===== config.mk =====
export PLATFORM = sky130hd
export DESIGN_NAME = flac_metadata_header_parser
export DESIGN_NICKNAME = d
export VERILOG_FILES = /design/src/rtl/fmhp_pkg.sv /design/src/rtl/flac_metadata_header_parser.sv
export SDC_FILE = /design/constraint.sdc
export NUM_CORES = 1
export LEC_CHECK = 0
export BUFFER_PORTS_ARGS = -buffer_cell sky130_fd_sc_hd__buf_2
export CAP_MARGIN = 40
export CORE_MARGIN = 10
export CORE_UTILIZATION = 45
export DETAILED_ROUTE_END_ITERATION = 12
export HOLD_SLACK_MARGIN = 0.02
export PLACE_DENSITY_LB_ADDON = 0.2
export SLEW_MARGIN = 10
export SYNTH_ARGS = -nofsm -noshare
export SYNTH_HDL_FRONTEND = slang
export SYNTH_SLANG_ARGS = --single-unit
export TNS_END_PERCENT = 30

===== constraint.sdc =====
create_clock -name clk_i -period 9.7 [get_ports clk_i]
set_input_delay 0 -clock clk_i [delete_from_list [all_inputs] [get_ports clk_i]]
set_output_delay 0 -clock clk_i [all_outputs]
set_load 0.03 [all_outputs]

===== src/rtl/fmhp_pkg.sv =====
// ----------------------------------------------------------------------------
// fmhp_pkg
// shared types, codes and constants of the flac metadata header parser
// ----------------------------------------------------------------------------
package fmhp_pkg;

  typedef enum logic [1:0] {
    EvBad   = 2'd0,
    EvHdr   = 2'd1,
    EvEnd   = 2'd2,
    EvTrunc = 2'd3
  } event_e;

  localparam int unsigned MinInfoLen = 34;
  localparam int unsigned InfoFirst  = 10;
  localparam int unsigned InfoLast   = 17;

  // results caused by one input byte: one or two, sharing the block fields
  typedef struct packed {
    logic        two;
    event_e      ev0;
    event_e      ev1;
    logic [6:0]  block_type;
    logic        is_last;
    logic [23:0] block_length;
    logic        info_valid;
    logic [19:0] sample_rate;
    logic [3:0]  channel_count;
    logic [5:0]  sample_bits;
    logic [35:0] total_samples;
  } rec_t;

  function automatic logic [7:0] magic_byte(input logic [1:0] idx);
    logic [7:0] m;
    unique case (idx)
      2'd0:    m = 8'h66;
      2'd1:    m = 8'h4C;
      2'd2:    m = 8'h61;
      default: m = 8'h43;
    endcase
    return m;
  endfunction

endpackage


===== src/rtl/flac_metadata_header_parser.sv =====
// ----------------------------------------------------------------------------
// flac_metadata_header_parser
// byte-serial fLaC magic check and metadata block header walker
// ----------------------------------------------------------------------------
// One byte is accepted per cycle while the queue has room. Each byte is
// parsed in the cycle it is accepted and its results (one or two) are written
// as one record into a two-entry output queue; a byte without results writes
// nothing. A byte with two results presents them in turn from that record.
// The sustained rate is one byte per cycle while bytes cause at most one
// result and the output side takes every result; two-result bytes and output
// stalls fill the queue, and then the output handshake sets the byte rate.
module flac_metadata_header_parser
  import fmhp_pkg::*;
(
  input  logic        clk_i,
  input  logic        rst_ni,
  input  logic        in_valid_i,
  output logic        in_ready_o,
  input  logic [7:0]  data_byte_i,
  input  logic        end_of_file_i,
  output logic        out_valid_o,
  input  logic        out_ready_i,
  output logic [1:0]  event_res_o,
  output logic [6:0]  block_type_o,
  output logic        is_last_block_o,
  output logic [23:0] block_length_o,
  output logic        stream_info_valid_o,
  output logic [19:0] sample_rate_o,
  output logic [3:0]  channel_count_o,
  output logic [5:0]  sample_bits_o,
  output logic [35:0] total_samples_o,
  output logic        last_of_run_o
);

  localparam logic [2:0] PhMagic  = 3'd0;
  localparam logic [2:0] PhHeader = 3'd1;
  localparam logic [2:0] PhBody   = 3'd2;
  localparam logic [2:0] PhTail   = 3'd3;
  localparam logic [2:0] PhBad    = 3'd4;

  logic [2:0]  phase_q, phase_d;
  logic [23:0] pos_q, pos_d;
  logic [6:0]  type_q, type_d;
  logic        flag_q, flag_d;
  logic [23:0] len_q, len_d;
  logic [63:0] info_q, info_d;

  logic        in_fire, out_fire, push, pop;
  logic        have0, have1, with_block, info_v, blk_end;
  event_e      ev0, ev1;
  logic [31:0] word;
  rec_t        rec;

  rec_t        mem_q [2];
  logic        wr_ptr_q, rd_ptr_q, sub_q;
  logic [1:0]  count_q;
  rec_t        head;

  assign in_fire  = in_valid_i & in_ready_o;
  assign out_fire = out_valid_o & out_ready_i;

  always_comb begin
    phase_d    = phase_q;
    pos_d      = pos_q;
    type_d     = type_q;
    flag_d     = flag_q;
    len_d      = len_q;
    info_d     = info_q;
    have0      = 1'b0;
    have1      = 1'b0;
    ev0        = EvBad;
    ev1        = EvBad;
    with_block = 1'b0;
    info_v     = 1'b0;
    blk_end    = 1'b0;
    unique case (phase_q)
      PhMagic: begin
        if (data_byte_i != magic_byte(pos_q[1:0])) begin
          have0   = 1'b1;
          phase_d = PhBad;
        end else if (pos_q[1:0] == 2'd3) begin
          phase_d = PhHeader;
          pos_d   = '0;
        end else begin
          pos_d = pos_q + 24'd1;
          have0 = end_of_file_i;
        end
      end
      PhHeader: begin
        with_block = 1'b1;
        if (pos_q == 24'd0) begin
          flag_d = data_byte_i[7];
          type_d = data_byte_i[6:0];
          len_d  = '0;
          info_d = '0;
        end else begin
          len_d = {len_q[15:0], data_byte_i};
        end
        if (pos_q >= 24'd3) begin
          have0 = 1'b1;
          ev0   = EvHdr;
          if (len_d == 24'd0) begin
            have1   = 1'b1;
            ev1     = EvEnd;
            blk_end = 1'b1;
          end else begin
            phase_d = PhBody;
            pos_d   = '0;
            have1   = end_of_file_i;
            ev1     = EvTrunc;
          end
        end else begin
          pos_d = pos_q + 24'd1;
          have0 = end_of_file_i;
          ev0   = EvTrunc;
        end
      end
      PhBody: begin
        with_block = 1'b1;
        if (pos_q >= 24'(InfoFirst) && pos_q <= 24'(InfoLast)) begin
          info_d = {info_q[55:0], data_byte_i};
        end
        if ({1'b0, pos_q} + 25'd1 >= {1'b0, len_q}) begin
          have0   = 1'b1;
          ev0     = EvEnd;
          info_v  = (type_q == 7'd0) && (len_q >= 24'(MinInfoLen));
          blk_end = 1'b1;
        end else begin
          pos_d = pos_q + 24'd1;
          have0 = end_of_file_i;
          ev0   = EvTrunc;
        end
      end
      default: begin
      end
    endcase
    if (blk_end) begin
      phase_d = flag_d ? PhTail : PhHeader;
      pos_d   = '0;
    end
  end

  // result record of the current byte
  always_comb begin
    word              = info_d[63:32];
    rec               = '0;
    rec.two           = have1;
    rec.ev0           = ev0;
    rec.ev1           = ev1;
    if (with_block) begin
      rec.block_type   = type_d;
      rec.is_last      = flag_d;
      rec.block_length = len_d;
    end
    if (info_v) begin
      rec.info_valid    = 1'b1;
      rec.sample_rate   = word[31:12];
      rec.channel_count = {1'b0, word[11:9]} + 4'd1;
      rec.sample_bits   = {1'b0, word[8:4]} + 6'd1;
      rec.total_samples = {word[3:0], info_d[31:0]};
    end
    if (with_block && end_of_file_i == 1'b0 && blk_end == 1'b0) begin
      rec.block_type   = type_d;
    end
  end

  // end of file rearms the parser after the byte's results are formed
  always_ff @(posedge clk_i or negedge rst_ni) begin
    if (!rst_ni) begin
      phase_q <= PhMagic;
      pos_q   <= '0;
      type_q  <= '0;
      flag_q  <= 1'b0;
      len_q   <= '0;
      info_q  <= '0;
    end else if (in_fire) begin
      if (end_of_file_i) begin
        phase_q <= PhMagic;
        pos_q   <= '0;
        type_q  <= '0;
        flag_q  <= 1'b0;
        len_q   <= '0;
        info_q  <= '0;
      end else begin
        phase_q <= phase_d;
        pos_q   <= pos_d;
        type_q  <= type_d;
        flag_q  <= flag_d;
        len_q   <= len_d;
        info_q  <= info_d;
      end
    end
  end

  // output queue of byte records
  assign head          = mem_q[rd_ptr_q];
  assign in_ready_o    = (count_q != 2'd2);
  assign out_valid_o   = (count_q != 2'd0);
  assign last_of_run_o = ~head.two | sub_q;
  assign push          = in_fire & have0;
  assign pop           = out_fire & last_of_run_o;

  always_ff @(posedge clk_i) begin
    if (push) begin
      mem_q[wr_ptr_q] <= rec;
    end
  end

  always_ff @(posedge clk_i or negedge rst_ni) begin
    if (!rst_ni) begin
      wr_ptr_q <= 1'b0;
      rd_ptr_q <= 1'b0;
      sub_q    <= 1'b0;
      count_q  <= '0;
    end else begin
      if (push) begin
        wr_ptr_q <= ~wr_ptr_q;
      end
      if (pop) begin
        rd_ptr_q <= ~rd_ptr_q;
        sub_q    <= 1'b0;
      end else if (out_fire) begin
        sub_q <= 1'b1;
      end
      count_q <= count_q + {1'b0, push} - {1'b0, pop};
    end
  end

  assign event_res_o         = sub_q ? head.ev1 : head.ev0;
  assign block_type_o        = head.block_type;
  assign is_last_block_o     = head.is_last;
  assign block_length_o      = head.block_length;
  assign stream_info_valid_o = head.info_valid;
  assign sample_rate_o       = head.sample_rate;
  assign channel_count_o     = head.channel_count;
  assign sample_bits_o       = head.sample_bits;
  assign total_samples_o     = head.total_samples;

  a_count_bound : assert property (@(posedge clk_i) disable iff (!rst_ni)
    count_q != 2'd3)
    else $error("output queue overflow");

  a_sub_two : assert property (@(posedge clk_i) disable iff (!rst_ni)
    sub_q |-> (out_valid_o && head.two))
    else $error("second result pending without a two-result record");

  a_eof_rearm : assert property (@(posedge clk_i) disable iff (!rst_ni)
    (in_fire && end_of_file_i) |=> (phase_q == PhMagic && pos_q == 24'd0))
    else $error("end of file did not rearm the parser");

  a_bad_stays : assert property (@(posedge clk_i) disable iff (!rst_ni)
    (in_fire && !end_of_file_i && phase_q == PhBad) |=> (phase_q == PhBad))
    else $error("left bad magic state before end of file");

endmodule


==> metrics.txt, run 1 <==
register bit total from synthesis 336; Total Neg Setup Slack 0 ps; VDD IR max 0.1451 mV; final setup violating endpoints 0; hold buffer count at cts 12; Hold WC Path Type in2reg; total gr overflow 0; cts repair resizes 0; TritonCTS Buffers 37; H-tree levels 2; port bufs 116; area leader, netlist edfxtp_1; post-CTS setup buffer count 0; Die Y 208.4 µm; post-synthesis cell area 15970 µm²; Reg clk slew, reported paths 70 ps; Worst-Skew Late Latency 540 ps; DRT iter0 DRCs 999; initial antenna violation count 2; Slew Viols, Final 0; fraction of layout cells with a size suffix above 1 21.02%; syn_nets 1430; CTS tree built; area grow syn2layout 15.00%; Reg-to-Reg Start pos_q[0]$_DFFE_PN0P_; CP endpoint mem_q[1][100]$_DFFE_PP_; Synth async-reset ratio 38.10%; Crit Path Class reg2reg; Area contributors post-synth edfxtp_1, dfrtp_1, mux2_2; Ys Warns 0; Final Skew 24.59 ps; post-place instance area 17020 µm²; final instance area 18370 µm²; Fin. Hold Viols 0; PwrDens 269.3 nW/µm²; antenna-violating nets left 0; Max-slew headroom 38.13%; Die X 208.4 µm; via count 11340; first-pass GRT wire length 65040 µm; Root Buffer clkbuf_16; run status finished clean; top-count cell post-synth edfxtp_1; starting density of the core 45.90%; Residual DRC 0; HPWL Detailed 27410 µm; f_max 0.1794 GHz; clk sinks 336; Worst EP required 9900 ps; average cell area after synthesis 11.55 µm²; Global Route Usage Sum 18.35%; drt first pass iters 6; core area 34800 µm²; top-area cell type share of the netlist area 39.10%; GP Congestion 0.9023; Worst Setup End Kind register; deepest clock path buffer count 3; crit path time final 5574 ps; FF-to-FF setup slack 4130 ps; I/O Pins 117; post-DR wirelength/cell 21.08 µm; Main synth FF type edfxtp_1; Mapped Cells 1383; via/cell ratio 5.790; vias in the first global route 11300; Leak 6.916 nW; Routed WL 41300 µm; unrepaired setup endpoints after global routing false; CP Max Fanout 38; Final period util 57.46%; largest net degree at the start of global routing 76; Commonest cells post-synth edfxtp_1, nand2_1, dfrtp_1; num rows 68; sequential area share after synthesis 59.15%; nets 1521; crit start category register; path depth of the worst reg2reg path 18; die area 43430 µm²; CP Launch Point pos_q[0]$_DFFE_PN0P_; slew at the pin closest to its max-slew limit 925.9 ps; max-cap violation count 0; CP Data Arrival Time 5770 ps; FF-to-FF End mem_q[1][100]$_DFFE_PP_; post-synthesis cell type count 61; EDFF count, synth 208
[through the flow]
stage | std cells | total power (W) | util (%) | hold WS [ps] | setup slack (ps)
6_report | 1959 | 0.004946 | 52.79 | 54.11 | 4126
5_1_grt | 1959 | 0.005179 | 52.79 | 62.57 | 3675
4_1_cts | 1958 | 0.005007 | 52.78 | 28.89 | 4185
3_5_place_dp | 1878 | 0.003566 | 48.90 | 131.9 | 4216
3_3_place_gp | 1869 | 0.003523 | 48.44 | 127.2 | 4205
2_1_floorplan | 1383 | 0.003075 | - | -295.6 | 1468
[critical path, stage by stage, from the launching register on]
cell and delay [ps]:
dfrtp_1 510, ha_1 430, nand2_1 110, nor2_1 290
and4_1 280, and2_1 160, and3_1 170, xnor2_1 150
inv_1 70, ha_1 300, nand4_1 140, nor4_1 380
nor4bb_1 480, o21ai_2 280, buf_6 260, a31o_2 300
nor2_4 160, buf_4 410, buf_12 290
[layer usage]
layer	up-vias	part of all wire (%)	routed length [µm]	track usage (%)
li1	5276	-	-	-
met1	5650	42	17490	23.24
met2	344	50	20520	31.10
met3	70	4.9	2007	2.965
met4	2	3.1	1275	6.451
met5	-	0.031	13	0
[cell usage in the layout, fill, tap and decap left out, types with 19 or more instances in the layout]
cell / netlist / routed
edfxtp_1: 208 / 208
nand2_1: 189 / 188
dfrtp_1: 128 / 127
buf_2: 16 / 115
o21ai_0: 113 / 113
a22oi_1: 107 / 107
mux2_2: 99 / 99
nor2_1: 81 / 77
inv_1: 47 / 47
clkbuf_16: 0 / 39
ha_1: 34 / 34
a21oi_1: 33 / 33
a22o_1: 22 / 22
xnor2_1: 19 / 19
nand3_1: 19 / 19
[cell type report]
| type | instances | area (µm²) |
|---|---|---|
| antenna | 1 | 2.502 |
| clock inverter | 14 | 177.7 |
| tap | 455 | 569.3 |
| fill | 3025 | 16430 |
| multi-input combinational | 903 | 5986 |
| clock buffer | 54 | 1052 |
| sequential | 336 | 9453 |
| timing repair buffer | 149 | 953.4 |
| inverter | 47 | 176.4 |
[state kept, by name, indices dropped and copies added (netlist names)]
| register | count |
|---|---|
| count_q | 2 |
| flag_q | 1 |
| info_q | 64 |
| len_q | 24 |
| mem_q | 208 |
| phase_q | 3 |
| pos_q | 24 |
| rd_ptr_q | 1 |
| sub_q | 1 |
| type_q | 7 |
| wr_ptr_q | 1 |
[worst min-delay path by stage]
stage / depth (start not counted) / slack (ps) / startpoint / to
floorplan: 0 / -300 / rst_ni / count_q[0]$_DFF_PN0_
global placement: 1 / 130 / rst_ni / count_q[0]$_DFF_PN0_
detailed placement: 1 / 130 / rst_ni / count_q[1]$_DFF_PN0_
CTS: 2 / 30 / end_of_file_i / info_q[28]$_DFFE_PN0P_
global route: 2 / 60 / end_of_file_i / info_q[28]$_DFFE_PN0P_
finish: 2 / 50 / end_of_file_i / info_q[32]$_DFFE_PN0P_
[cell families (layout without fill, tap and decap cells)]
family / count (synthesis) / after routing / share of synthesized area (%)
AOI/OAI and AO/OA: 337 / 337 / 13.85
xor gates and xnor gates: 29 / 29 / 1.590
adders and majority gates: 34 / 34 / 2.663
buffers and inverters: 144 / 264 / 3.697
DFF: 336 / 336 / 59.15
muxes: 108 / 108 / 7.700
other: 0 / 1 / 0
and+or+nand+nor: 395 / 395 / 11.35
[power breakdown]
group	switching [W]	internal, W	total, W	leakage (nW)
Combinational	0.00109	0.000509	0.00160	2.52
Clock	0.000561	0.000862	0.00142	0.597
Sequential	0.000135	0.00178	0.00192	3.79
Total	0.00179	0.00316	0.00495	6.92
Note: power is estimated with default switching activity, not from simulation.
==> inputs of run 2 (changes only) <==
==> constraint.sdc (replaced) <==
create_clock -name clk_i -period 5.1 [get_ports clk_i]
set_input_delay 0 -clock clk_i [delete_from_list [all_inputs] [get_ports clk_i]]
set_output_delay 0 -clock clk_i [all_outputs]
set_load 0.03 [all_outputs]
==> metrics.txt, run 2 (synthesized netlist as in run 1, its figures left out) <==
run status finished clean; most common cell after layout, fill and taps aside edfxtp_1; Crit Path Class reg2reg; Fin. Hold Viols 0 (unchanged); Root Buffer clkbuf_16; Global Route Usage Sum 18.80% (+0.45 points); CP Data Arrival Time 4900 ps (-870 ps); Crit-path slowest cell or3_4; most frequent CP cell nand4_1; Total Neg Setup Slack 0 ps (unchanged); I/O Pins 117 (unchanged); Residual DRC 0 (unchanged); CP max stage delay 600 ps (+90 ps); crit start category register; Die Y 208.4 µm (unchanged); max-cap violation count 0 (unchanged); Routed WL 41900 µm (+1.5%); num rows 68 (unchanged); largest net degree at the start of global routing 75 (-1.3%); Reg clk slew, reported paths 60 ps (about the same); CP Max Fanout 28 (-26%); critical-path cell list nand4_1, nor3_2, and4_1, and2_1, and3_1, xnor2_1, inv_1, ha_1, nand4_1, nor4_1, nor4bb_2, o21ai_2, or3_4, buf_4, a21oi_1; Worst EP required 5450 ps (-4450 ps); DRT iter0 DRCs 1055 (+5.6%); TritonCTS Buffers 36 (-2.7%); Final Util 53.08% (+0.29 points); vias in the first global route 11250 (-0.50%); first-pass GRT wire length 66050 µm (+1.6%); final setup violating endpoints 0 (unchanged); Slew Viols, Final 0 (unchanged); H-tree levels 2 (unchanged); f_max 0.2198 GHz (+23%); starting density of the core 45.90% (unchanged); fill count 3028 (+0.099%); max reg flops 208 (unchanged); Max-slew headroom 41.13% (+3.0 points); initial antenna violation count 0 (-2); unrepaired setup endpoints after global routing false; most frequent cells in the layout edfxtp_1, nand2_1, dfrtp_1; slew at the pin closest to its max-slew limit 879.9 ps (-46.03 ps); Final period util 89.21% (+32 points); CTS tree built; die area 43430 µm² (unchanged); HPWL Detailed 28490 µm (+3.9%); crit path buf inv count 2 (-2); fraction of layout cells with a size suffix above 1 21.55% (+0.52 points); crit path time final 4550 ps (-1024 ps); VDD IR max 0.2633 mV (+82%); Final Skew 15.48 ps (-9.109 ps); via/cell ratio 5.743 (-0.80%); nets 1532 (+0.72%); GP Congestion 0.8693 (-3.7%); area grow syn2layout 15.63%; Die X 208.4 µm (unchanged); drt first pass iters 6 (unchanged); clk sinks 336 (unchanged); port bufs 116 (unchanged); total gr overflow 0 (unchanged); number of diodes 0 (-1); Hold WC Path Type in2reg; CP top delay family simple AND/OR/NAND/NOR gates; post-CTS setup buffer count 0 (unchanged); Worst Setup End Kind register; core area 34800 µm² (unchanged); PwrDens 508.5 nW/µm² (+89%); post-DR wirelength/cell 21.29 µm (+0.99%); deepest clock path buffer count 3 (unchanged); via count 11300 (-0.34%); largest register by flop count mem_q; Leak 6.952 nW (+0.53%); top flop regs mem_q x208, info_q x64; antenna-violating nets left 0 (unchanged); Worst-Skew Late Latency 520 ps (-20 ps)
run 2: path summary, 6_finish.rpt:
path | to | cells past startpoint | start | slack [ps]
worst min-delay path | wr_ptr_q$_DFFE_PN0N_ | 4 | end_of_file_i | 170
max in group asynchronous | rd_ptr_q$_DFFE_PN0P_ | 4 | rst_ni | 3120
worst max register to register | mem_q[0][47]$_DFFE_PP_ | 15 | pos_q[6]$_DFFE_PN0P_ | 550
min in group asynchronous | phase_q[0]$_DFFE_PN0P_ | 3 | rst_ni | 500
worst min register to register | flag_q$_DFFE_PN0P_ | 2 | flag_q$_DFFE_PN0P_ | 490
worst max-delay path | mem_q[0][47]$_DFFE_PP_ | 15 | pos_q[6]$_DFFE_PN0P_ | 550
run 2: what timing repair did:
item                       CTS  global route
hold endpoints to repair    84             0
hold buffers                13             0
resized for setup            0             1
setup endpoints to repair    0             6
run 2: final cells by class:
cell class / instances / area (µm²) / area share [%]
inverter: 47 / 176.4 / 0.9552
clock buffer: 55 / 1045 / 5.656
multi-input combinational: 903 / 6007 / 32.52
sequential: 336 / 9454 / 51.19
clock inverter: 11 / 146.4 / 0.7926
tap: 455 / 569.3 / 3.082
timing repair buffer: 161 / 1072 / 5.805
run 2: report_power, final:
part / internal (W) / switching, W
clock: 0.00157 / 0.00105
combinational: 0.00103 / 0.00216
sequential: 0.00339 / 0.000181
run 2: stage by stage:
stage | instances | power (W) | hold WS (ps) | worst slack [ps] | area (µm²)
floorplan | 1383 | 0.005819 | -295.6 | 17.57 | 16010
global placement | 1885 | 0.006793 | 16.37 | 508.5 | 17070
detailed placement | 1889 | 0.006863 | 16.30 | 358.7 | 17150
CTS | 1968 | 0.009509 | 158.5 | 314.7 | 18470
global route | 1968 | 0.009854 | 160.0 | 263.6 | 18470
finish | 1968 | 0.009392 | 172.0 | 550.4 | 18470
run 2: tightest hold or removal path, cell delays in order:
cell     delay, ps
buf_2          150
o21ai_0        160
a31o_4         240
xnor2_1         80
run 2: routing by layer:
layer / share of wire (%) / GRT usage [%] / up-vias
met5: 0 / 0 / -
met4: 2.9 / 6.276 / 0
met3: 5.0 / 3.130 / 69
met2: 50 / 31.84 / 338
met1: 42 / 23.91 / 5589
li1: - / - / 5307
